**src/rtl/lstok_pkg.sv**
```systemverilog
// Package for the Lisp source tokenizer: token result and push types,
// lexer mode codes, character constants and byte classification helpers.
// No dependencies.
package lstok_pkg;

   // Default depth of the result queue (needs at least two entries)
   localparam int unsigned QUEUE_DEPTH = 4;

   // Character codes the lexer reacts to
   localparam logic [7:0] CHAR_QUOTE   = 8'h22;
   localparam logic [7:0] CHAR_SEMI    = 8'h3B;
   localparam logic [7:0] CHAR_BSLASH  = 8'h5C;
   localparam logic [7:0] CHAR_NEWLINE = 8'h0A;
   localparam logic [7:0] CHAR_UPPER_A = 8'h41;
   localparam logic [7:0] CHAR_UPPER_Z = 8'h5A;
   localparam logic [7:0] FOLD_OFFSET  = 8'd32;

   // Request kinds
   localparam logic KIND_BYTE = 1'b0;
   localparam logic KIND_END  = 1'b1;

   // End codes on the end-of-input result
   localparam logic [1:0] END_NONE   = 2'd0;
   localparam logic [1:0] END_NORMAL = 2'd1;
   localparam logic [1:0] END_BROKEN = 2'd2;

   // Lexer modes
   typedef enum logic [2:0] {
      MODE_IDLE     = 3'd0,
      MODE_ATOM     = 3'd1,
      MODE_ATOM_ESC = 3'd2,
      MODE_STR      = 3'd3,
      MODE_STR_ESC  = 3'd4,
      MODE_COMMENT  = 3'd5
   } lex_mode_type;

   // One result item
   typedef struct packed {
      logic [7:0] tok_byte;
      logic       tok_valid;
      logic       tok_last;
      logic [1:0] end_status;
   } tok_result_type;

   // Results of one request, handed from the lexer core to the queue
   typedef struct packed {
      logic           push_first;
      logic           push_second;
      tok_result_type first;
      tok_result_type second;
   } tok_push_type;

   // Whitespace: newline, return, tab, form feed, vertical tab, space
   function automatic logic is_space(input logic [7:0] c);
      return c inside {8'h0A, 8'h0D, 8'h09, 8'h0C, 8'h0B, 8'h20};
   endfunction

   // Delimiters: whitespace, parentheses, quote, semicolon, quote marks, comma
   function automatic logic is_delim(input logic [7:0] c);
      return is_space(c) || (c inside {8'h28, 8'h29, 8'h22, 8'h3B, 8'h27, 8'h60, 8'h2C});
   endfunction

   // Fold upper-case ASCII letters to lower case
   function automatic logic [7:0] fold(input logic [7:0] c);
      logic [7:0] r;
      r = c;
      if (c >= CHAR_UPPER_A && c <= CHAR_UPPER_Z) begin
         r = c + FOLD_OFFSET;
      end
      return r;
   endfunction

endpackage

```
**src/rtl/lstok_lexer_core.sv**
```systemverilog
// Lexer core: mode register and held atom byte, produces up to two
// results per accepted request. Depends on lstok_pkg.
module lstok_lexer_core (
   input  logic                 clock,
   input  logic                 reset,
   input  logic                 req_accept,
   input  logic                 req_kind,
   input  logic [7:0]           req_byte,
   output lstok_pkg::tok_push_type push
);
   import lstok_pkg::*;

   lex_mode_type mode_ff, mode_in;
   logic [7:0]   held_byte_ff, held_byte_in;
   logic         held_valid_ff, held_valid_in;

   // Classification of a byte seen between tokens
   logic           bt_emit;
   tok_result_type bt_res;
   lex_mode_type   bt_mode;
   logic           bt_hold;
   logic           c_delim;

   assign c_delim = is_delim(req_byte);

   always_comb begin
      bt_emit           = 1'b0;
      bt_hold           = 1'b0;
      bt_mode           = MODE_IDLE;
      bt_res.tok_byte   = req_byte;
      bt_res.tok_valid  = 1'b1;
      bt_res.tok_last   = 1'b1;
      bt_res.end_status = END_NONE;
      if (req_byte == CHAR_QUOTE) begin
         bt_emit         = 1'b1;
         bt_res.tok_last = 1'b0;
         bt_mode         = MODE_STR;
      end else if (req_byte == CHAR_SEMI) begin
         bt_mode = MODE_COMMENT;
      end else if (is_space(req_byte)) begin
         bt_mode = MODE_IDLE;
      end else if (c_delim) begin
         bt_emit = 1'b1;
      end else begin
         bt_hold = 1'b1;
         bt_mode = (req_byte == CHAR_BSLASH) ? MODE_ATOM_ESC : MODE_ATOM;
      end
   end

   // Next state
   always_comb begin
      mode_in       = mode_ff;
      held_byte_in  = held_byte_ff;
      held_valid_in = held_valid_ff;
      if (req_kind == KIND_END) begin
         mode_in       = MODE_IDLE;
         held_byte_in  = '0;
         held_valid_in = 1'b0;
      end else begin
         case (mode_ff)
            MODE_ATOM: begin
               if (c_delim) begin
                  held_byte_in  = '0;
                  held_valid_in = 1'b0;
                  mode_in       = bt_mode;
               end else begin
                  held_byte_in  = fold(req_byte);
                  held_valid_in = 1'b1;
                  mode_in = (req_byte == CHAR_BSLASH) ? MODE_ATOM_ESC : MODE_ATOM;
               end
            end
            MODE_ATOM_ESC: begin
               held_byte_in  = fold(req_byte);
               held_valid_in = 1'b1;
               mode_in       = MODE_ATOM;
            end
            MODE_STR: begin
               if (req_byte == CHAR_BSLASH) begin
                  mode_in = MODE_STR_ESC;
               end else if (req_byte == CHAR_QUOTE) begin
                  mode_in = MODE_IDLE;
               end
            end
            MODE_STR_ESC: begin
               mode_in = MODE_STR;
            end
            MODE_COMMENT: begin
               if (req_byte == CHAR_NEWLINE) begin
                  mode_in = MODE_IDLE;
               end
            end
            default: begin
               mode_in = bt_mode;
               if (bt_hold) begin
                  held_byte_in  = fold(req_byte);
                  held_valid_in = 1'b1;
               end
            end
         endcase
      end
   end

   // Results
   always_comb begin
      push.push_first        = 1'b0;
      push.push_second       = 1'b0;
      push.first.tok_byte    = held_byte_ff;
      push.first.tok_valid   = 1'b1;
      push.first.tok_last    = 1'b0;
      push.first.end_status  = END_NONE;
      push.second            = bt_res;
      if (req_kind == KIND_END) begin
         push.push_first       = req_accept;
         push.first.tok_byte   = held_valid_ff ? held_byte_ff : 8'd0;
         push.first.tok_valid  = held_valid_ff;
         push.first.tok_last   = held_valid_ff;
         push.first.end_status = (mode_ff == MODE_ATOM_ESC || mode_ff == MODE_STR ||
                                  mode_ff == MODE_STR_ESC) ? END_BROKEN : END_NORMAL;
      end else begin
         case (mode_ff)
            MODE_ATOM: begin
               push.push_first = req_accept;
               if (c_delim) begin
                  push.first.tok_last = 1'b1;
                  push.push_second    = req_accept && bt_emit;
               end
            end
            MODE_ATOM_ESC: begin
               push.push_first = req_accept;
            end
            MODE_STR: begin
               push.push_first     = req_accept;
               push.first.tok_byte = req_byte;
               push.first.tok_last = (req_byte == CHAR_QUOTE);
            end
            MODE_STR_ESC: begin
               push.push_first     = req_accept;
               push.first.tok_byte = req_byte;
            end
            MODE_COMMENT: begin
               push.push_first = 1'b0;
            end
            default: begin
               push.push_first = req_accept && bt_emit;
               push.first      = bt_res;
            end
         endcase
      end
   end

   // Advance state on each accepted request
   always_ff @(posedge clock) begin
      if (reset) begin
         mode_ff       <= MODE_IDLE;
         held_byte_ff  <= '0;
         held_valid_ff <= 1'b0;
      end else if (req_accept) begin
         mode_ff       <= mode_in;
         held_byte_ff  <= held_byte_in;
         held_valid_ff <= held_valid_in;
      end
   end

   // A byte is held exactly while an atom is open
   assert property (@(posedge clock) disable iff (reset)
      held_valid_ff == (mode_ff == MODE_ATOM || mode_ff == MODE_ATOM_ESC))
      else $error("held byte out of step with atom mode");

   // End of input returns the lexer to its idle state
   assert property (@(posedge clock) disable iff (reset)
      req_accept && req_kind == KIND_END |=> mode_ff == MODE_IDLE && !held_valid_ff)
      else $error("lexer not idle after end of input");

   // An end code only appears on the end-of-input result
   assert property (@(posedge clock) disable iff (reset)
      push.push_first && push.first.end_status != END_NONE |-> req_kind == KIND_END)
      else $error("end code on a byte result");

   // A second result only follows a held atom byte closed by a delimiter
   assert property (@(posedge clock) disable iff (reset)
      push.push_second |-> push.push_first && push.first.tok_last && mode_ff == MODE_ATOM)
      else $error("second result without a closed atom");

endmodule

```
**src/rtl/lstok_result_queue.sv**
```systemverilog
// Result queue: takes up to two results per cycle from the lexer core and
// hands them out one per cycle while rsp_tready is high. Depends on lstok_pkg.
module lstok_result_queue #(
   parameter int unsigned DEPTH = lstok_pkg::QUEUE_DEPTH
) (
   input  logic                      clock,
   input  logic                      reset,
   input  lstok_pkg::tok_push_type   push,
   output logic                      room_two,
   output logic                      rsp_tvalid,
   input  logic                      rsp_tready,
   output lstok_pkg::tok_result_type rsp_item
);
   import lstok_pkg::*;

   localparam int unsigned PtrW = (DEPTH > 1) ? $clog2(DEPTH) : 1;
   localparam int unsigned CntW = $clog2(DEPTH + 1);
   localparam logic [PtrW-1:0] LastPtr = PtrW'(DEPTH - 1);

   tok_result_type  slots_ff [DEPTH];
   logic [PtrW-1:0] wr_ptr_ff, wr_ptr_in, wr_next;
   logic [PtrW-1:0] rd_ptr_ff, rd_ptr_in;
   logic [CntW-1:0] count_ff, count_in;
   logic            pop;

   assign pop        = rsp_tvalid && rsp_tready;
   assign rsp_tvalid = (count_ff != '0);
   assign rsp_item   = slots_ff[rd_ptr_ff];
   assign room_two   = (count_ff <= CntW'(DEPTH - 2));
   assign wr_next    = (wr_ptr_ff == LastPtr) ? '0 : wr_ptr_ff + 1'b1;

   // Advance pointers and fill count
   always_comb begin
      wr_ptr_in = wr_ptr_ff;
      if (push.push_first && push.push_second) begin
         wr_ptr_in = (wr_next == LastPtr) ? '0 : wr_next + 1'b1;
      end else if (push.push_first) begin
         wr_ptr_in = wr_next;
      end
      rd_ptr_in = rd_ptr_ff;
      if (pop) begin
         rd_ptr_in = (rd_ptr_ff == LastPtr) ? '0 : rd_ptr_ff + 1'b1;
      end
      count_in = count_ff + CntW'(push.push_first) + CntW'(push.push_second)
                 - CntW'(pop);
   end

   always_ff @(posedge clock) begin
      if (reset) begin
         wr_ptr_ff <= '0;
         rd_ptr_ff <= '0;
         count_ff  <= '0;
      end else begin
         wr_ptr_ff <= wr_ptr_in;
         rd_ptr_ff <= rd_ptr_in;
         count_ff  <= count_in;
      end
   end

   // Store results
   always_ff @(posedge clock) begin
      if (push.push_first) begin
         slots_ff[wr_ptr_ff] <= push.first;
      end
      if (push.push_second) begin
         slots_ff[wr_next] <= push.second;
      end
   end

   // Fill count never passes the depth
   assert property (@(posedge clock) disable iff (reset) count_ff <= CntW'(DEPTH))
      else $error("result queue overflow");

   // Results only arrive while two entries are free
   assert property (@(posedge clock) disable iff (reset) push.push_first |-> room_two)
      else $error("push into a queue without room");

   // Second result never comes alone
   assert property (@(posedge clock) disable iff (reset)
      push.push_second |-> push.push_first)
      else $error("second result without first");

endmodule

```
**src/rtl/lisp_source_tokenizer_unit.sv**
```systemverilog
// Top level of the Lisp source tokenizer: lexer core plus result queue.
// Depends on lstok_pkg, lstok_lexer_core and lstok_result_queue.
//
//  channel | ports      | tdata      | tuser                          | tlast
//  --------+------------+------------+--------------------------------+----------
//  request | req_*      | src_byte   | kind                           | -
//  result  | rsp_*      | tok_byte   | tok_valid, end_status[1:0]     | tok_last
//
// One request is taken per cycle; it is lexed in the same cycle and its
// zero, one or two results are written into the result queue at the edge.
// Results leave one per cycle, so a request that closes an atom with a
// delimiter token adds one extra result to the output; req_tready is low while
// fewer than two queue entries are free. Reset clears the lexer mode, the
// held atom byte and the queue. A stall on rsp_tready fills the queue,
// which then holds req_tready low.
module lisp_source_tokenizer_unit #(
   parameter int unsigned QueueDepth = lstok_pkg::QUEUE_DEPTH
) (
   input  logic       clock,
   input  logic       reset,
   input  logic       req_tvalid,
   output logic       req_tready,
   input  logic [7:0] req_tdata,   // [7:0] src_byte
   input  logic [0:0] req_tuser,   // [0] kind
   output logic       rsp_tvalid,
   input  logic       rsp_tready,
   output logic [7:0] rsp_tdata,   // [7:0] tok_byte
   output logic [2:0] rsp_tuser,   // [0] tok_valid, [2:1] end_status
   output logic       rsp_tlast    // tok_last
);
   import lstok_pkg::*;

   tok_push_type   push;
   tok_result_type rsp_item;
   logic           room_two;
   logic           req_accept;

   assign req_tready = room_two;
   assign req_accept = req_tvalid && req_tready;

   lstok_lexer_core u_core (
      .clock      (clock),
      .reset      (reset),
      .req_accept (req_accept),
      .req_kind   (req_tuser[0]),
      .req_byte   (req_tdata),
      .push       (push)
   );

   lstok_result_queue #(
      .DEPTH (QueueDepth)
   ) u_queue (
      .clock      (clock),
      .reset      (reset),
      .push       (push),
      .room_two   (room_two),
      .rsp_tvalid (rsp_tvalid),
      .rsp_tready (rsp_tready),
      .rsp_item   (rsp_item)
   );

   // Unpack the queue head onto the result channel
   assign rsp_tdata = rsp_item.tok_byte;
   assign rsp_tuser = {rsp_item.end_status, rsp_item.tok_valid};
   assign rsp_tlast = rsp_item.tok_last;

endmodule
```
**config.mk**
```make
export PLATFORM = sky130hd
export DESIGN_NAME = lisp_source_tokenizer_unit
export DESIGN_NICKNAME = d
export VERILOG_FILES = /design/src/rtl/lstok_pkg.sv /design/src/rtl/lstok_lexer_core.sv /design/src/rtl/lstok_result_queue.sv /design/src/rtl/lisp_source_tokenizer_unit.sv
export SDC_FILE = /design/constraint.sdc
export NUM_CORES = 1
export LEC_CHECK = 0
export ABC_CLOCK_PERIOD_IN_PS = 10600
export BUFFER_PORTS_ARGS = -buffer_cell sky130_fd_sc_hd__buf_4
export CORE_ASPECT_RATIO = 0.75
export CORE_UTILIZATION = 35
export DETAILED_ROUTE_END_ITERATION = 10
export PLACE_DENSITY = 0.54
export SLEW_MARGIN = 10
export SYNTH_ARGS = -nofsm -noshare
export SYNTH_HDL_FRONTEND = slang
export SYNTH_SLANG_ARGS = --single-unit
export TNS_END_PERCENT = 30
```
**constraint.sdc**
```tcl
create_clock -name clock -period 10.6 [get_ports clock]
set_clock_uncertainty 0.15 [all_clocks]
set_input_delay 2.12 -clock clock [delete_from_list [all_inputs] [get_ports clock]]
set_output_delay 2.12 -clock clock [all_outputs]
set_load 0.01 [all_outputs]
```
==> flow_metrics.env <==
export IMPL_core_area_um2=11020
export IMPL_cts_tree="done"
export IMPL_regToRegStartpoint="u_core.mode_ff[0]"
export IMPL_synthToLayoutAreaGrowth_pct=14.16
export IMPL_drv_slew=0
export IMPL_syn_cell_area_um2=3985
export IMPL_hold_violations=0
export IMPL_track_usage=0.1869
export IMPL_async_flop_share=0
export IMPL_setup_viol=0
export IMPL_power_mw=0.8985
export IMPL_cts_repair_resized=0
export IMPL_yosysUniqueCellTypes=65
export IMPL_drtIter0Drc=170
export IMPL_grt_pass1_vias=2868
export IMPL_crit_start="req_tdata[6]"
export IMPL_final_instance_count_excl_fill=537
export IMPL_cts_hold_buf=0
export IMPL_cts_sinks=69
export IMPL_syn_avg_cell_area_um2=10.46
export IMPL_ys_top_cells_by_area="edfxtp_1 (27%), dfxtp_1 (17%), mux4_2 (6.8%)"
export IMPL_start_util=0.3615
export IMPL_yosys_area_top_type_share=0.2713
export IMPL_setup_tns_ns=0
export IMPL_grt_antenna_before_repair=0
export IMPL_arrival_ns=4.87
export IMPL_cellLeakagePower_nw=1.584
export IMPL_io_buffers=26
export IMPL_drive_gt1_frac=0.1688
export IMPL_fmax_ghz=0.2084
export IMPL_ys_ff_latch=69
export IMPL_synth_common_cells="nand2_1 (44), edfxtp_1 (36), dfxtp_1 (33)"
export IMPL_nets=418
export IMPL_worstSetupPathType="in2reg"
export IMPL_drc=2
export IMPL_synth_most_common_cell="nand2_1"
export IMPL_grt_start_max_net_pins=21
export IMPL_violations="DRC"
export IMPL_dieArea_um2=11820
export IMPL_design_portCount=27
export IMPL_grt_pass1_wl_mm=16.53
export IMPL_finalWirelength_mm=10.26
export IMPL_placementRows=33
export IMPL_syn_nets=407
export IMPL_die_height_um=94.41
export IMPL_rsz0062_at_grt="false"
export IMPL_htree_levels=3
export IMPL_register_area_um2=1742
export IMPL_timing_final_crit_share=0.4526
export IMPL_cts_root_buf="clkbuf_16"
export IMPL_period_needed_ns=4.797
export IMPL_clockBufferDepth=2
export IMPL_clk_pin_slew_worst_paths_ns=0.05
export IMPL_routedWlPerCell_um=19.11
export IMPL_maxSlewHeadroom=0.3624
export IMPL_drt_pass1_iterations=8
export IMPL_yosysWarnings=0
export IMPL_r2r_slack_ns=7.43
export IMPL_seq_area_frac_synth=0.4370
export IMPL_cts_buffers=9
export IMPL_cts_setup_buffers=0
export IMPL_multi_input_area_um2=2092
export IMPL_maxCapViolations=0
export IMPL_fill_cells=1046
export IMPL_gr_total_overflow=0
export IMPL_num_antenna_cells=0
export IMPL_r2r_end="u_queue.slots_ff[0][6]"
export IMPL_r2r_cells=5
export IMPL_worst_pin_slew_ns=0.9431
export IMPL_place_inst=521
export IMPL_synth_edf_count=36
export IMPL_detail_route_antenna_nets=0
export IMPL_min_path_type="reg2reg"
export IMPL_num_vias=3070
export IMPL_die_w_um=125.2
export IMPL_synthCells=381
export IMPL_crit_required_ns=10.67
export IMPL_p_per_area_nw_per_um2=197.5
export IMPL_synth_area_leader_cell="edfxtp_1"
export IMPL_place_gp_congestion=0.7858
export IMPL_fin_util=0.4127
export IMPL_vias_per_cell=5.717
export IMPL_cp_endpoint="u_queue.count_ff[2]"
export IMPL_ir_drop_uv=89.52
export IMPL_worstSetupEndpointType="flop"
export IMPL_clk_latency_ns=0.33
export IMPL_synthFlopType="edfxtp_1"
export IMPL_dp_hpwl_mm=7.368
export IMPL_hold_slack_ns=0.3215
export IMPL_status="complete, but fails checks"
export IMPL_critPathMaxFanout=15
export IMPL_cp_start_kind="input pin"
## where the power goes
group	switching [mW]	internal (mW)
registers	0.0344	0.321
logic	0.129	0.116
clock network	0.110	0.188
total	0.274	0.625
## critical path, stage by stage
cell and delay [ns]:
buf_4 0.16, or4b_4 0.57, a21oi_2 0.20, nor4_2 0.11, nor3_4 0.34, inv_2 0.11
ha_1 0.29, inv_1 0.04, fa_1 0.37, fa_1 0.38, xor2_1 0.13, nor2_1 0.05
## cell usage in the layout, fill, tap and decap left out, types with 3 or more instances in the layout
cell / instances
nand3_1: 7
and3b_1: 4
nor2_1: 27
nand3b_1: 4
nand2_1: 44
o21ai_0: 13
nor2b_1: 7
clkbuf_16: 9
inv_1: 8
mux4_2: 12
a31oi_1: 3
nor4_1: 3
mux2i_1: 12
o22ai_1: 3
dfxtp_1: 33
a21oi_1: 17
o21a_1: 3
edfxtp_1: 36
buf_4: 28
o2bb2ai_1: 16
a32o_1: 6
a22o_1: 16
ha_1: 11
nor4b_1: 3
nand2b_1: 9
nor3_1: 5
## logic make-up after synthesis
logic type	after synthesis	share of synthesized area
and+or+nand+nor	136	0.1868
AOI/OAI and AO/OA	98	0.1868
DFF	69	0.4370
buffers and inverters	37	0.03799
muxes	24	0.09796
adders and majority gates	13	0.04458
xor gates and xnor gates	4	0.008793
## final cells by class
class / instances / share of cell area
multi-input cells: 275 / 0.4598
flip-flops and latches: 69 / 0.3828
clock buffers: 12 / 0.05418
repair buffers: 28 / 0.04620
well taps: 140 / 0.03850
clock inverters: 4 / 0.01100
inverters: 9 / 0.007426
## sequential cells by signal, indices dropped and copies added, names as in the netlist, named ones only
signal	count
u_queue.count_ff	3
u_core.held_valid_ff	1
u_queue.wr_ptr_ff	2
u_core.held_byte_ff	8
u_queue.slots_ff	48
u_queue.rd_ptr_ff	2
u_core.mode_ff	3
## worst min-delay path by stage
| stage | to | from | depth (start not counted) |
|---|---|---|---|
| detailed placement | u_queue.slots_ff[3][3] | u_queue.slots_ff[3][3] | 2 |
| global placement | u_queue.slots_ff[0][3] | u_queue.slots_ff[0][3] | 2 |
| finish | u_queue.slots_ff[3][3] | u_queue.slots_ff[3][3] | 2 |
| floorplan | u_queue.slots_ff[2][3] | u_queue.slots_ff[2][3] | 2 |
| CTS | u_queue.slots_ff[3][3] | u_queue.slots_ff[3][3] | 2 |
| global route | u_core.held_byte_ff[1] | u_core.held_byte_ff[1] | 1 |
## layer usage
layer	track usage	routed length (µm)
met3	0.04589	565
met1	0.2747	5265
met4	0.05285	122
met5	0	0
met2	0.2705	4311
## per-stage QoR
stage	cell area, µm²	setup WS [ns]
after floorplan	3985	5.778
after global placement	4253	5.505
after detailed placement	4253	5.454
after CTS	4549	5.804
after global routing	4549	5.585
final	4549	5.803
Power figures use the tool's default switching activity.
